File: config.mk
export PLATFORM = sky130hd
export DESIGN_NAME = slot_allocator_oldest_reclaim_core_flat
export DESIGN_NICKNAME = d
export VERILOG_FILES = /design/src/rtl/core/sorc_pkg.sv /design/src/rtl/core/sorc_req_if.sv /design/src/rtl/core/sorc_rsp_if.sv /design/src/rtl/core/sorc_cfg_if.sv /design/src/rtl/core/slot_allocator_oldest_reclaim_core.sv /design/src/rtl/core/sorc_ctrl.sv /design/src/rtl/core/sorc_dp.sv /design/src/flat_wrapper.sv
export SDC_FILE = /design/constraint.sdc
export NUM_CORES = 1
export LEC_CHECK = 0
export ABC_AREA = 0
export BUFFER_PORTS_ARGS = -buffer_cell sky130_fd_sc_hd__buf_2
export CORE_ASPECT_RATIO = 1.25
export CORE_MARGIN = 3
export CORE_UTILIZATION = 33
export CTS_BUF_LIST = sky130_fd_sc_hd__clkbuf_4
export CTS_CLUSTER_DIAMETER = 150
export DETAILED_ROUTE_END_ITERATION = 7
export PLACE_DENSITY_LB_ADDON = 0.3
export RECOVER_POWER = 100
export SKIP_LAST_GASP = 1
export SYNTH_ARGS = -nofsm -noshare
export SYNTH_HDL_FRONTEND = slang
export SYNTH_SLANG_ARGS = --single-unit
File: constraint.sdc
create_clock -name i_clk -period 5.2 [get_ports i_clk]
set_clock_uncertainty 0.15 [all_clocks]
set_input_delay 0.26 -clock i_clk [delete_from_list [all_inputs] [get_ports i_clk]]
set_output_delay 0.26 -clock i_clk [all_outputs]
set_load 0.02 [all_outputs]
File: src/rtl/core/sorc_pkg.sv
// ----------------------------------------------------------------------------
// Slot allocator package
// Sizes, command codes, controller states and the controller command bundle.
// ----------------------------------------------------------------------------
package sorc_pkg;

    // Pool size and derived widths.
    localparam int POOL_SLOTS = 64;
    localparam int SLOT_W     = 6;
    localparam int CNT_W      = 7;
    localparam int GRP_W      = 8;
    localparam int GRP_SEL_W  = 3;
    localparam int NUM_GRP    = POOL_SLOTS / GRP_W;

    // Reset value of the slots-in-use register.
    localparam logic [CNT_W-1:0] CFG_RESET = 7'd64;

    // Item command codes.
    typedef enum logic {
        CMD_REQUEST = 1'b0,
        CMD_RELEASE = 1'b1
    } t_cmd;

    // Controller states.
    typedef enum logic [1:0] {
        ST_IDLE,
        ST_EVAL,
        ST_APPLY
    } t_state;

    // Commands from the controller to the datapath.
    typedef struct packed {
        logic load;
        logic apply;
    } t_dp_cmd;

endpackage

File: src/rtl/core/sorc_req_if.sv
// ----------------------------------------------------------------------------
// Request channel interface
// Carries one command item: request a slot or release a named slot.
// ----------------------------------------------------------------------------
interface sorc_req_if;
    logic                       valid;
    logic                       ready;
    logic                       command;
    logic [sorc_pkg::SLOT_W-1:0] slot_index;

    modport source (output valid, output command, output slot_index, input ready);
    modport sink   (input valid, input command, input slot_index, output ready);
endinterface

File: src/rtl/core/sorc_rsp_if.sv
// ----------------------------------------------------------------------------
// Response channel interface
// Carries one result item per command item.
// ----------------------------------------------------------------------------
interface sorc_rsp_if;
    logic                        valid;
    logic                        ready;
    logic                        granted;
    logic [sorc_pkg::SLOT_W-1:0] granted_slot;
    logic                        reclaimed;
    logic [sorc_pkg::CNT_W-1:0]  active_count;

    modport source (output valid, output granted, output granted_slot,
                    output reclaimed, output active_count, input ready);
    modport sink   (input valid, input granted, input granted_slot,
                    input reclaimed, input active_count, output ready);
endinterface

File: src/rtl/core/sorc_cfg_if.sv
// ----------------------------------------------------------------------------
// Configuration write interface
// Carries the write data of the slots-in-use register.
// ----------------------------------------------------------------------------
interface sorc_cfg_if;
    logic                       valid;
    logic                       ready;
    logic [sorc_pkg::CNT_W-1:0] data;

    modport source (output valid, output data, input ready);
    modport sink   (input valid, input data, output ready);
endinterface

File: src/rtl/core/slot_allocator_oldest_reclaim_core.sv
// ----------------------------------------------------------------------------
// Slot allocator with oldest-first reclaim
// Top level: request, response and configuration channels around the
// controller and the datapath.
// ----------------------------------------------------------------------------
// From acceptance to a ready result, each item is captured, then the first
// level of the free-slot encoder and the reads of the linked-list memories are
// registered, and then the item commits. A new item is accepted only once the
// previous item has committed and the controller is back in its idle state;
// the commit waits while an earlier result is still held in the output
// register. A request grants the lowest free slot below slots_in_use, or else
// reclaims the oldest active slot; a release of an inactive slot changes
// nothing. Configuration writes are always accepted and must be issued only
// while the block is idle. No clearing pass is needed after reset.
module slot_allocator_oldest_reclaim_core (
    input  logic        i_clk,
    input  logic        i_rst_n,
    sorc_req_if.sink    i_req,
    sorc_rsp_if.source  o_rsp,
    sorc_cfg_if.sink    i_cfg
);

    sorc_pkg::t_dp_cmd dp_cmd;

    // Configuration writes never stall.
    assign i_cfg.ready = 1'b1;

    // Sequencing.
    sorc_ctrl u_ctrl (
        .i_clk       (i_clk),
        .i_rst_n     (i_rst_n),
        .i_in_valid  (i_req.valid),
        .i_out_ready (o_rsp.ready),
        .o_in_ready  (i_req.ready),
        .o_out_valid (o_rsp.valid),
        .o_cmd       (dp_cmd)
    );

    // Allocation state and result.
    sorc_dp u_dp (
        .i_clk          (i_clk),
        .i_rst_n        (i_rst_n),
        .i_cmd          (dp_cmd),
        .i_command      (i_req.command),
        .i_slot_index   (i_req.slot_index),
        .i_cfg_we       (i_cfg.valid),
        .i_cfg_data     (i_cfg.data),
        .o_granted      (o_rsp.granted),
        .o_granted_slot (o_rsp.granted_slot),
        .o_reclaimed    (o_rsp.reclaimed),
        .o_active_count (o_rsp.active_count)
    );

endmodule

File: src/rtl/core/sorc_ctrl.sv
// ----------------------------------------------------------------------------
// Slot allocator controller
// Sequences each item through capture, evaluation and commit, and owns the
// output valid flag.
// ----------------------------------------------------------------------------
module sorc_ctrl (
    input  logic              i_clk,
    input  logic              i_rst_n,
    input  logic              i_in_valid,
    input  logic              i_out_ready,
    output logic              o_in_ready,
    output logic              o_out_valid,
    output sorc_pkg::t_dp_cmd o_cmd
);

    sorc_pkg::t_state r_state, n_state;
    logic             r_out_valid, n_out_valid;
    logic             apply_ok;

    // The commit may proceed once the output register is free or being drained.
    assign apply_ok = !r_out_valid || i_out_ready;

    // Next state.
    always_comb begin
        n_state = r_state;
        unique case (r_state)
            sorc_pkg::ST_IDLE: begin
                if (i_in_valid) n_state = sorc_pkg::ST_EVAL;
            end
            sorc_pkg::ST_EVAL: begin
                n_state = sorc_pkg::ST_APPLY;
            end
            sorc_pkg::ST_APPLY: begin
                if (apply_ok) n_state = sorc_pkg::ST_IDLE;
            end
            default: begin
                n_state = sorc_pkg::ST_IDLE;
            end
        endcase
    end

    // Outputs and datapath commands.
    always_comb begin
        o_in_ready  = 1'b0;
        o_cmd.load  = 1'b0;
        o_cmd.apply = 1'b0;
        unique case (r_state)
            sorc_pkg::ST_IDLE: begin
                o_in_ready = 1'b1;
                o_cmd.load = i_in_valid;
            end
            sorc_pkg::ST_EVAL: begin
                o_cmd.apply = 1'b0;
            end
            sorc_pkg::ST_APPLY: begin
                o_cmd.apply = apply_ok;
            end
            default: begin
                o_in_ready = 1'b0;
            end
        endcase
    end

    // A fresh result sets valid; a taken result clears it.
    always_comb begin
        if (o_cmd.apply) begin
            n_out_valid = 1'b1;
        end else begin
            n_out_valid = r_out_valid && !i_out_ready;
        end
    end

    assign o_out_valid = r_out_valid;

    always_ff @(posedge i_clk) begin
        if (!i_rst_n) begin
            r_state     <= sorc_pkg::ST_IDLE;
            r_out_valid <= 1'b0;
        end else begin
            r_state     <= n_state;
            r_out_valid <= n_out_valid;
        end
    end

endmodule

File: src/rtl/core/sorc_dp.sv
// ----------------------------------------------------------------------------
// Slot allocator datapath
// Active flags, two-level free-slot encoder, the age list kept as a doubly
// linked list in two memories, the slots-in-use register and the result.
// ----------------------------------------------------------------------------
module sorc_dp (
    input  logic                        i_clk,
    input  logic                        i_rst_n,
    input  sorc_pkg::t_dp_cmd           i_cmd,
    input  logic                        i_command,
    input  logic [sorc_pkg::SLOT_W-1:0] i_slot_index,
    input  logic                        i_cfg_we,
    input  logic [sorc_pkg::CNT_W-1:0]  i_cfg_data,
    output logic                        o_granted,
    output logic [sorc_pkg::SLOT_W-1:0] o_granted_slot,
    output logic                        o_reclaimed,
    output logic [sorc_pkg::CNT_W-1:0]  o_active_count
);

    // Control state.
    logic [sorc_pkg::POOL_SLOTS-1:0] r_active, n_active;
    logic [sorc_pkg::CNT_W-1:0]      r_len, n_len;
    logic [sorc_pkg::CNT_W-1:0]      r_cfg;

    // Captured item and list ends.
    sorc_pkg::t_cmd                  r_cmd;
    logic [sorc_pkg::SLOT_W-1:0]     r_idx;
    logic [sorc_pkg::SLOT_W-1:0]     r_head, n_head;
    logic [sorc_pkg::SLOT_W-1:0]     r_tail, n_tail;

    // Link memories and their registered read data.
    logic [sorc_pkg::SLOT_W-1:0]     r_next_mem [sorc_pkg::POOL_SLOTS];
    logic [sorc_pkg::SLOT_W-1:0]     r_prev_mem [sorc_pkg::POOL_SLOTS];
    logic [sorc_pkg::SLOT_W-1:0]     r_next_idx_rd;
    logic [sorc_pkg::SLOT_W-1:0]     r_prev_idx_rd;
    logic [sorc_pkg::SLOT_W-1:0]     r_next_head_rd;

    logic                            next_we, prev_we;
    logic [sorc_pkg::SLOT_W-1:0]     next_waddr, next_wdata;
    logic [sorc_pkg::SLOT_W-1:0]     prev_waddr, prev_wdata;

    // Encoder stage registers.
    logic [sorc_pkg::NUM_GRP-1:0]    r_grp_any;
    logic [sorc_pkg::GRP_SEL_W-1:0]  r_grp_pos [sorc_pkg::NUM_GRP];
    logic [sorc_pkg::NUM_GRP-1:0]    grp_any;
    logic [sorc_pkg::GRP_SEL_W-1:0]  grp_pos [sorc_pkg::NUM_GRP];
    logic                            found;
    logic [sorc_pkg::SLOT_W-1:0]     free_slot;

    // Result.
    logic                            res_granted, res_reclaimed;
    logic [sorc_pkg::SLOT_W-1:0]     res_slot;
    logic                            r_granted, r_reclaimed;
    logic [sorc_pkg::SLOT_W-1:0]     r_granted_slot;
    logic [sorc_pkg::CNT_W-1:0]      r_active_count;

    // First stage of the encoder: lowest free slot below the limit per group.
    // Comparing against the raw register saturates the limit at the pool size.
    always_comb begin
        for (int g = 0; g < sorc_pkg::NUM_GRP; g++) begin
            grp_any[g] = 1'b0;
            grp_pos[g] = '0;
            for (int b = sorc_pkg::GRP_W - 1; b >= 0; b--) begin
                if (!r_active[g * sorc_pkg::GRP_W + b] &&
                    (sorc_pkg::CNT_W'(g * sorc_pkg::GRP_W + b) < r_cfg)) begin
                    grp_any[g] = 1'b1;
                    grp_pos[g] = sorc_pkg::GRP_SEL_W'(b);
                end
            end
        end
    end

    always_ff @(posedge i_clk) begin
        r_grp_any <= grp_any;
        r_grp_pos <= grp_pos;
    end

    // Second stage of the encoder: lowest group that has a free slot.
    always_comb begin
        found     = 1'b0;
        free_slot = '0;
        for (int g = sorc_pkg::NUM_GRP - 1; g >= 0; g--) begin
            if (r_grp_any[g]) begin
                found     = 1'b1;
                free_slot = {sorc_pkg::GRP_SEL_W'(g), r_grp_pos[g]};
            end
        end
    end

    // Link reads for the captured slot and the list head.
    always_ff @(posedge i_clk) begin
        r_next_idx_rd  <= r_next_mem[r_idx];
        r_prev_idx_rd  <= r_prev_mem[r_idx];
        r_next_head_rd <= r_next_mem[r_head];
    end

    // Commit logic for one item.
    always_comb begin
        n_active      = r_active;
        n_len         = r_len;
        n_head        = r_head;
        n_tail        = r_tail;
        next_we       = 1'b0;
        next_waddr    = r_tail;
        next_wdata    = '0;
        prev_we       = 1'b0;
        prev_waddr    = '0;
        prev_wdata    = r_tail;
        res_granted   = 1'b0;
        res_reclaimed = 1'b0;
        res_slot      = '0;
        unique case (r_cmd)
            sorc_pkg::CMD_REQUEST: begin
                if (found) begin
                    // Grant a free slot and append it at the tail.
                    n_active[free_slot] = 1'b1;
                    if (r_len != '0) begin
                        next_we    = 1'b1;
                        next_waddr = r_tail;
                        next_wdata = free_slot;
                    end else begin
                        n_head = free_slot;
                    end
                    prev_we     = 1'b1;
                    prev_waddr  = free_slot;
                    prev_wdata  = r_tail;
                    n_tail      = free_slot;
                    n_len       = r_len + 1'b1;
                    res_granted = 1'b1;
                    res_slot    = free_slot;
                end else if (r_len != '0) begin
                    // Reclaim the oldest slot and move it to the tail.
                    res_granted   = 1'b1;
                    res_reclaimed = 1'b1;
                    res_slot      = r_head;
                    if (r_len != sorc_pkg::CNT_W'(1)) begin
                        n_head     = r_next_head_rd;
                        next_we    = 1'b1;
                        next_waddr = r_tail;
                        next_wdata = r_head;
                        prev_we    = 1'b1;
                        prev_waddr = r_head;
                        prev_wdata = r_tail;
                        n_tail     = r_head;
                    end
                end
            end
            sorc_pkg::CMD_RELEASE: begin
                if (r_active[r_idx]) begin
                    // Unlink the slot; neighbors close the gap.
                    n_active[r_idx] = 1'b0;
                    if (r_idx == r_head) begin
                        n_head = r_next_idx_rd;
                    end else begin
                        next_we    = 1'b1;
                        next_waddr = r_prev_idx_rd;
                        next_wdata = r_next_idx_rd;
                    end
                    if (r_idx == r_tail) begin
                        n_tail = r_prev_idx_rd;
                    end else begin
                        prev_we    = 1'b1;
                        prev_waddr = r_next_idx_rd;
                        prev_wdata = r_prev_idx_rd;
                    end
                    n_len = r_len - 1'b1;
                end
            end
            default: begin
                n_len = r_len;
            end
        endcase
    end

    // Link memory writes.
    always_ff @(posedge i_clk) begin
        if (i_cmd.apply && next_we) begin
            r_next_mem[next_waddr] <= next_wdata;
        end
        if (i_cmd.apply && prev_we) begin
            r_prev_mem[prev_waddr] <= prev_wdata;
        end
    end

    // Control state registers.
    always_ff @(posedge i_clk) begin
        if (!i_rst_n) begin
            r_active <= '0;
            r_len    <= '0;
            r_cfg    <= sorc_pkg::CFG_RESET;
        end else begin
            if (i_cmd.apply) begin
                r_active <= n_active;
                r_len    <= n_len;
            end
            if (i_cfg_we) begin
                r_cfg <= i_cfg_data;
            end
        end
    end

    // Item capture, list ends and result registers.
    always_ff @(posedge i_clk) begin
        if (i_cmd.load) begin
            r_cmd <= sorc_pkg::t_cmd'(i_command);
            r_idx <= i_slot_index;
        end
        if (i_cmd.apply) begin
            r_head         <= n_head;
            r_tail         <= n_tail;
            r_granted      <= res_granted;
            r_granted_slot <= res_slot;
            r_reclaimed    <= res_reclaimed;
            r_active_count <= n_len;
        end
    end

    assign o_granted      = r_granted;
    assign o_granted_slot = r_granted_slot;
    assign o_reclaimed    = r_reclaimed;
    assign o_active_count = r_active_count;

endmodule

File: src/flat_wrapper.sv
// flat-port wrapper written by rule: the top's interface ports become plain ports
module slot_allocator_oldest_reclaim_core_flat 
  (i_clk, i_rst_n, i_req_valid, i_req_command, i_req_slot_index, i_req_ready, o_rsp_valid, o_rsp_granted, o_rsp_granted_slot, o_rsp_reclaimed, o_rsp_active_count, o_rsp_ready, i_cfg_valid, i_cfg_data, i_cfg_ready);
  sorc_req_if i_req_i ();
  sorc_rsp_if o_rsp_i ();
  sorc_cfg_if i_cfg_i ();
  input  logic i_clk;
  input  logic i_rst_n;
  input wire logic [$bits(i_req_i.valid)-1:0] i_req_valid;
  input wire logic [$bits(i_req_i.command)-1:0] i_req_command;
  input wire logic [$bits(i_req_i.slot_index)-1:0] i_req_slot_index;
  output wire logic [$bits(i_req_i.ready)-1:0] i_req_ready;
  output wire logic [$bits(o_rsp_i.valid)-1:0] o_rsp_valid;
  output wire logic [$bits(o_rsp_i.granted)-1:0] o_rsp_granted;
  output wire logic [$bits(o_rsp_i.granted_slot)-1:0] o_rsp_granted_slot;
  output wire logic [$bits(o_rsp_i.reclaimed)-1:0] o_rsp_reclaimed;
  output wire logic [$bits(o_rsp_i.active_count)-1:0] o_rsp_active_count;
  input wire logic [$bits(o_rsp_i.ready)-1:0] o_rsp_ready;
  input wire logic [$bits(i_cfg_i.valid)-1:0] i_cfg_valid;
  input wire logic [$bits(i_cfg_i.data)-1:0] i_cfg_data;
  output wire logic [$bits(i_cfg_i.ready)-1:0] i_cfg_ready;
  assign i_req_i.valid = i_req_valid;
  assign i_req_i.command = i_req_command;
  assign i_req_i.slot_index = i_req_slot_index;
  assign i_req_ready = i_req_i.ready;
  assign o_rsp_valid = o_rsp_i.valid;
  assign o_rsp_granted = o_rsp_i.granted;
  assign o_rsp_granted_slot = o_rsp_i.granted_slot;
  assign o_rsp_reclaimed = o_rsp_i.reclaimed;
  assign o_rsp_active_count = o_rsp_i.active_count;
  assign o_rsp_i.ready = o_rsp_ready;
  assign i_cfg_i.valid = i_cfg_valid;
  assign i_cfg_i.data = i_cfg_data;
  assign i_cfg_ready = i_cfg_i.ready;
  slot_allocator_oldest_reclaim_core u_core (.i_clk(i_clk), .i_rst_n(i_rst_n), .i_req(i_req_i), .o_rsp(o_rsp_i), .i_cfg(i_cfg_i));
endmodule
==> metrics.cfg <==
[outcome]
status=complete, but fails checks
violations=max-capacitance violations, max-slew violations

[final_layout]
final_cells=4828
fin_util=0.381
area_delta_synth_final_pct=14.7
nets=3085
post-route-cell-area_um2=45800
drive_above_1_share=0.192
most-common-layout-cells=edfxtp_1, clkbuf_4, a22oi_1
layout_commonest_cell=edfxtp_1

[setup_path]
startpoint_type=flop
crit_chain=inv_1 > and2_1 > clkbuf_2 > a22oi_1 > a41oi_1 > nor4_1 > nand3_1
path_max_fanout=34
r2r_slack_ns=0.16
crit_path_max_incr_delay_ns=1.80
reg2reg_depth=7
crit_required_ns=6.10
cp.arrival_ns=5.93
path_class=flop to flop
cpMaxStageDelayCell=and2_1
r2r-start=u_core.u_dp.r_idx[2]
r2r_end=u_core.u_dp.r_next_idx_rd[0]
end_kind=flop

[cts]
cts_buffer_depth=3
cts.htree.levels=4
cts_tree=done
clock_latency_ns=1.15
clock-sinks=933
root_buffer=clkbuf_4
path_clk_slew_ns=0.07
numCtsBuffers=219

[placement]
dpl.cell_count=4374
place_hpwl_um=89100
io_buffers=35
dp_slack_ns=0.448
place_congestion=1.00
placed_area_um2=42900

[synth]
synth_top_family_by_area=compound AO/OA/AOI/OAI gates
synth_async_sr_flop_share=0
synthAdderAreaFrac=0.00125
synth_edf_count=802
syn-mean-instance-area_um2=14.3
syn-cell-area_um2=39900
syn_nets=2813
synth_xor_area_frac=0.00482
postSynthRegisterBits=933
syn_inst=2790
synth_compound_area_frac=0.154
synth_mux_area_frac=0.0748
yosysWarnings=0
synth-simple-area-share=0.0721
synthFlopType=edfxtp_1
ys_seq_area_frac=0.669
synth_cell_type_count=79

[die]
fp-row-count=142
die_x_um=317
dieArea_um2=125000
floorplan.initialDensity=0.333
dieHeight_um=395
design.core.area_um2=120000
top_level_ports=37

[global_route]
grt_pass1_vias=28735
grt_usage=0.217
antenna_found_initial=7
grt_max_degree=100
grt_pass1_wl_um=198000
overflow=0

[worst_hold_path]
hold_end=u_core.u_dp.r_active[19]
min_path_type=input port to flop
hold_start=i_rst_n
whs_path_depth=5

[power_and_ir_drop]
switchingPower_mw=3.84
swShare=0.247
comb_power_share=0.073
p_per_area_nw_per_um2=339
pwr-share-seq=0.535
clkPwrFrac=0.392
leakage_nw=14.2
peakVddDrop_v=0.000244
power.internal_mw=11.7

[routing]
drc=0
wire_per_inst_um=28.7
ant_nets=0
met3_wirelength_um=10900
vias=28840
wl_met1_um=50800
dr_wl_met2_um=68600
highest_layer=met5
drt_iter0_markers=3346
wl_um=139000
viasPerCell=5.97
dr.pass1.iters=6

[timing]
finalSetupViolations=0
final.min_clock_period_ns=5.04
rsz0062_at_grt=no
setup_ws_ns=0.161
slew_viol_final=191
worstMarginPinSlew_ns=2.37
max_freq_mhz=198
timing.hold.ws_ns=0.227
post-route-period-util=0.969
slew_headroom=-0.583
hold_viol=0

[run]
drv_cap=4

## worst max-delay path by stage
| stage | startpoint | to | slack (ns) | depth (start not counted) |
|---|---|---|---|---|
| after floorplan | u_core.u_dp.r_idx[0] | u_core.u_dp.r_prev_mem[0][4] | -0.46 | 9 |
| after global placement | u_core.u_dp.r_idx[2] | u_core.u_dp.r_prev_mem[57][0] | 0.49 | 8 |
| after detailed placement | u_core.u_dp.r_idx[2] | u_core.u_dp.r_prev_mem[57][1] | 0.45 | 8 |
| after CTS | u_core.u_dp.r_idx[2] | u_core.u_dp.r_prev_mem[57][1] | 0.37 | 8 |
| after global routing | u_core.u_dp.r_idx[2] | u_core.u_dp.r_next_idx_rd[0] | 0.08 | 7 |
| final | u_core.u_dp.r_idx[2] | u_core.u_dp.r_next_idx_rd[0] | 0.16 | 7 |
## layer usage
| layer | GRT usage | up-vias |
|---|---|---|
| met4 | 0.122 | 2 |
| met1 | 0.259 | 14486 |
| li1 | - | 12184 |
| met2 | 0.363 | 1748 |
| met5 | 0 | - |
| met3 | 0.0450 | 420 |
## cell type report
cell class | count | area, um2
Inverter | 22 | 82.6
Fill cell | 11582 | 74300
Sequential cell | 933 | 26700
Clock inverter | 74 | 458
Tap cell | 1584 | 1980
Antenna cell | 6 | 15.0
Clock buffer | 323 | 2420
Timing Repair Buffer | 268 | 1850
Multi-Input combinational cell | 1618 | 12300
## stage by stage
step / TNS [ns] / power [mW]
3_3_place_gp: 0 / 9.58
3_5_place_dp: 0 / 9.58
6_report: 0 / 15.5
4_1_cts: 0 / 15.7
5_1_grt: 0 / 16.1
2_1_floorplan: -59.16 / 9.07
## cell usage after synthesis (43+ instances only)
library cell / number / share of area
buf_1: 43 / 0.0040
o21ai_0: 69 / 0.0086
edfxtp_1: 802 / 0.60
a21oi_1: 127 / 0.016
a22oi_1: 281 / 0.053
dfxtp_1: 131 / 0.066
a31oi_1: 60 / 0.0094
a22o_1: 61 / 0.013
a221oi_1: 87 / 0.019
clkbuf_1: 155 / 0.015
nor3_1: 111 / 0.014
nor2_1: 158 / 0.015
mux4_2: 126 / 0.071
nand2_1: 114 / 0.011
nand3_1: 50 / 0.0063
## state kept, by name, indices dropped and copies added (netlist names)
signal,count
u_core.u_dp.r_cmd,1
u_core.u_dp.r_next_head_rd,6
u_core.u_dp.r_grp_any,8
u_core.u_dp.o_active_count,7
u_core.u_dp.o_reclaimed,1
u_core.u_dp.o_granted,1
u_core.u_dp.o_granted_slot,6
u_core.u_dp.r_cfg,7
u_core.u_dp.r_head,6
u_core.u_ctrl.o_out_valid,1
u_core.u_dp.r_grp_pos,24
u_core.u_dp.r_prev_mem,384
u_core.u_dp.r_tail,6
u_core.u_dp.r_prev_idx_rd,6
u_core.u_dp.r_next_mem,384
u_core.u_dp.r_len,7
u_core.u_dp.r_active,64
u_core.u_dp.r_idx,6
u_core.u_dp.r_next_idx_rd,6
u_core.u_ctrl.r_state,2
## what timing repair did
| item | CTS | global route |
|---|---|---|
| buffers inserted | 0 | 0 |
| hold buffers | 51 | 0 |
| endpoints found under the hold margin | 95 | 0 |
| resized for setup | 0 | 0 |
## power groups by stage
stage / combinational [mW] / sequential [mW] / clock [mW]
after floorplan: 0.637 / 8.43 / 0
after global placement: 1.11 / 8.46 / 0
after detailed placement: 1.11 / 8.46 / 0
after CTS: 1.15 / 8.30 / 6.23
after global routing: 1.20 / 8.31 / 6.61
final: 1.14 / 8.31 / 6.09
## logic make-up (layout without fill, tap and decap cells)
| family | Yosys count | in the layout |
|---|---|---|
| AOI/OAI and AO/OA | 861 | 861 |
| xor gates and xnor gates | 22 | 22 |
| adders and majority gates | 4 | 4 |
| buffers and inverters | 239 | 687 |
| DFF | 933 | 933 |
| muxes | 140 | 140 |
| other | 1 | 7 |
| and+or+nand+nor | 590 | 590 |
## critical path: cells and delay by family (launching register included)
family                 cells  cell delay [ns]
AO/OA/AOI/OAI              2             0.66
buffers and inverters      2             1.25
flip-flops                 1             0.62
AND/OR/NAND/NOR            3             2.20
No activity file was read; power rests on OpenSTA's default activity.
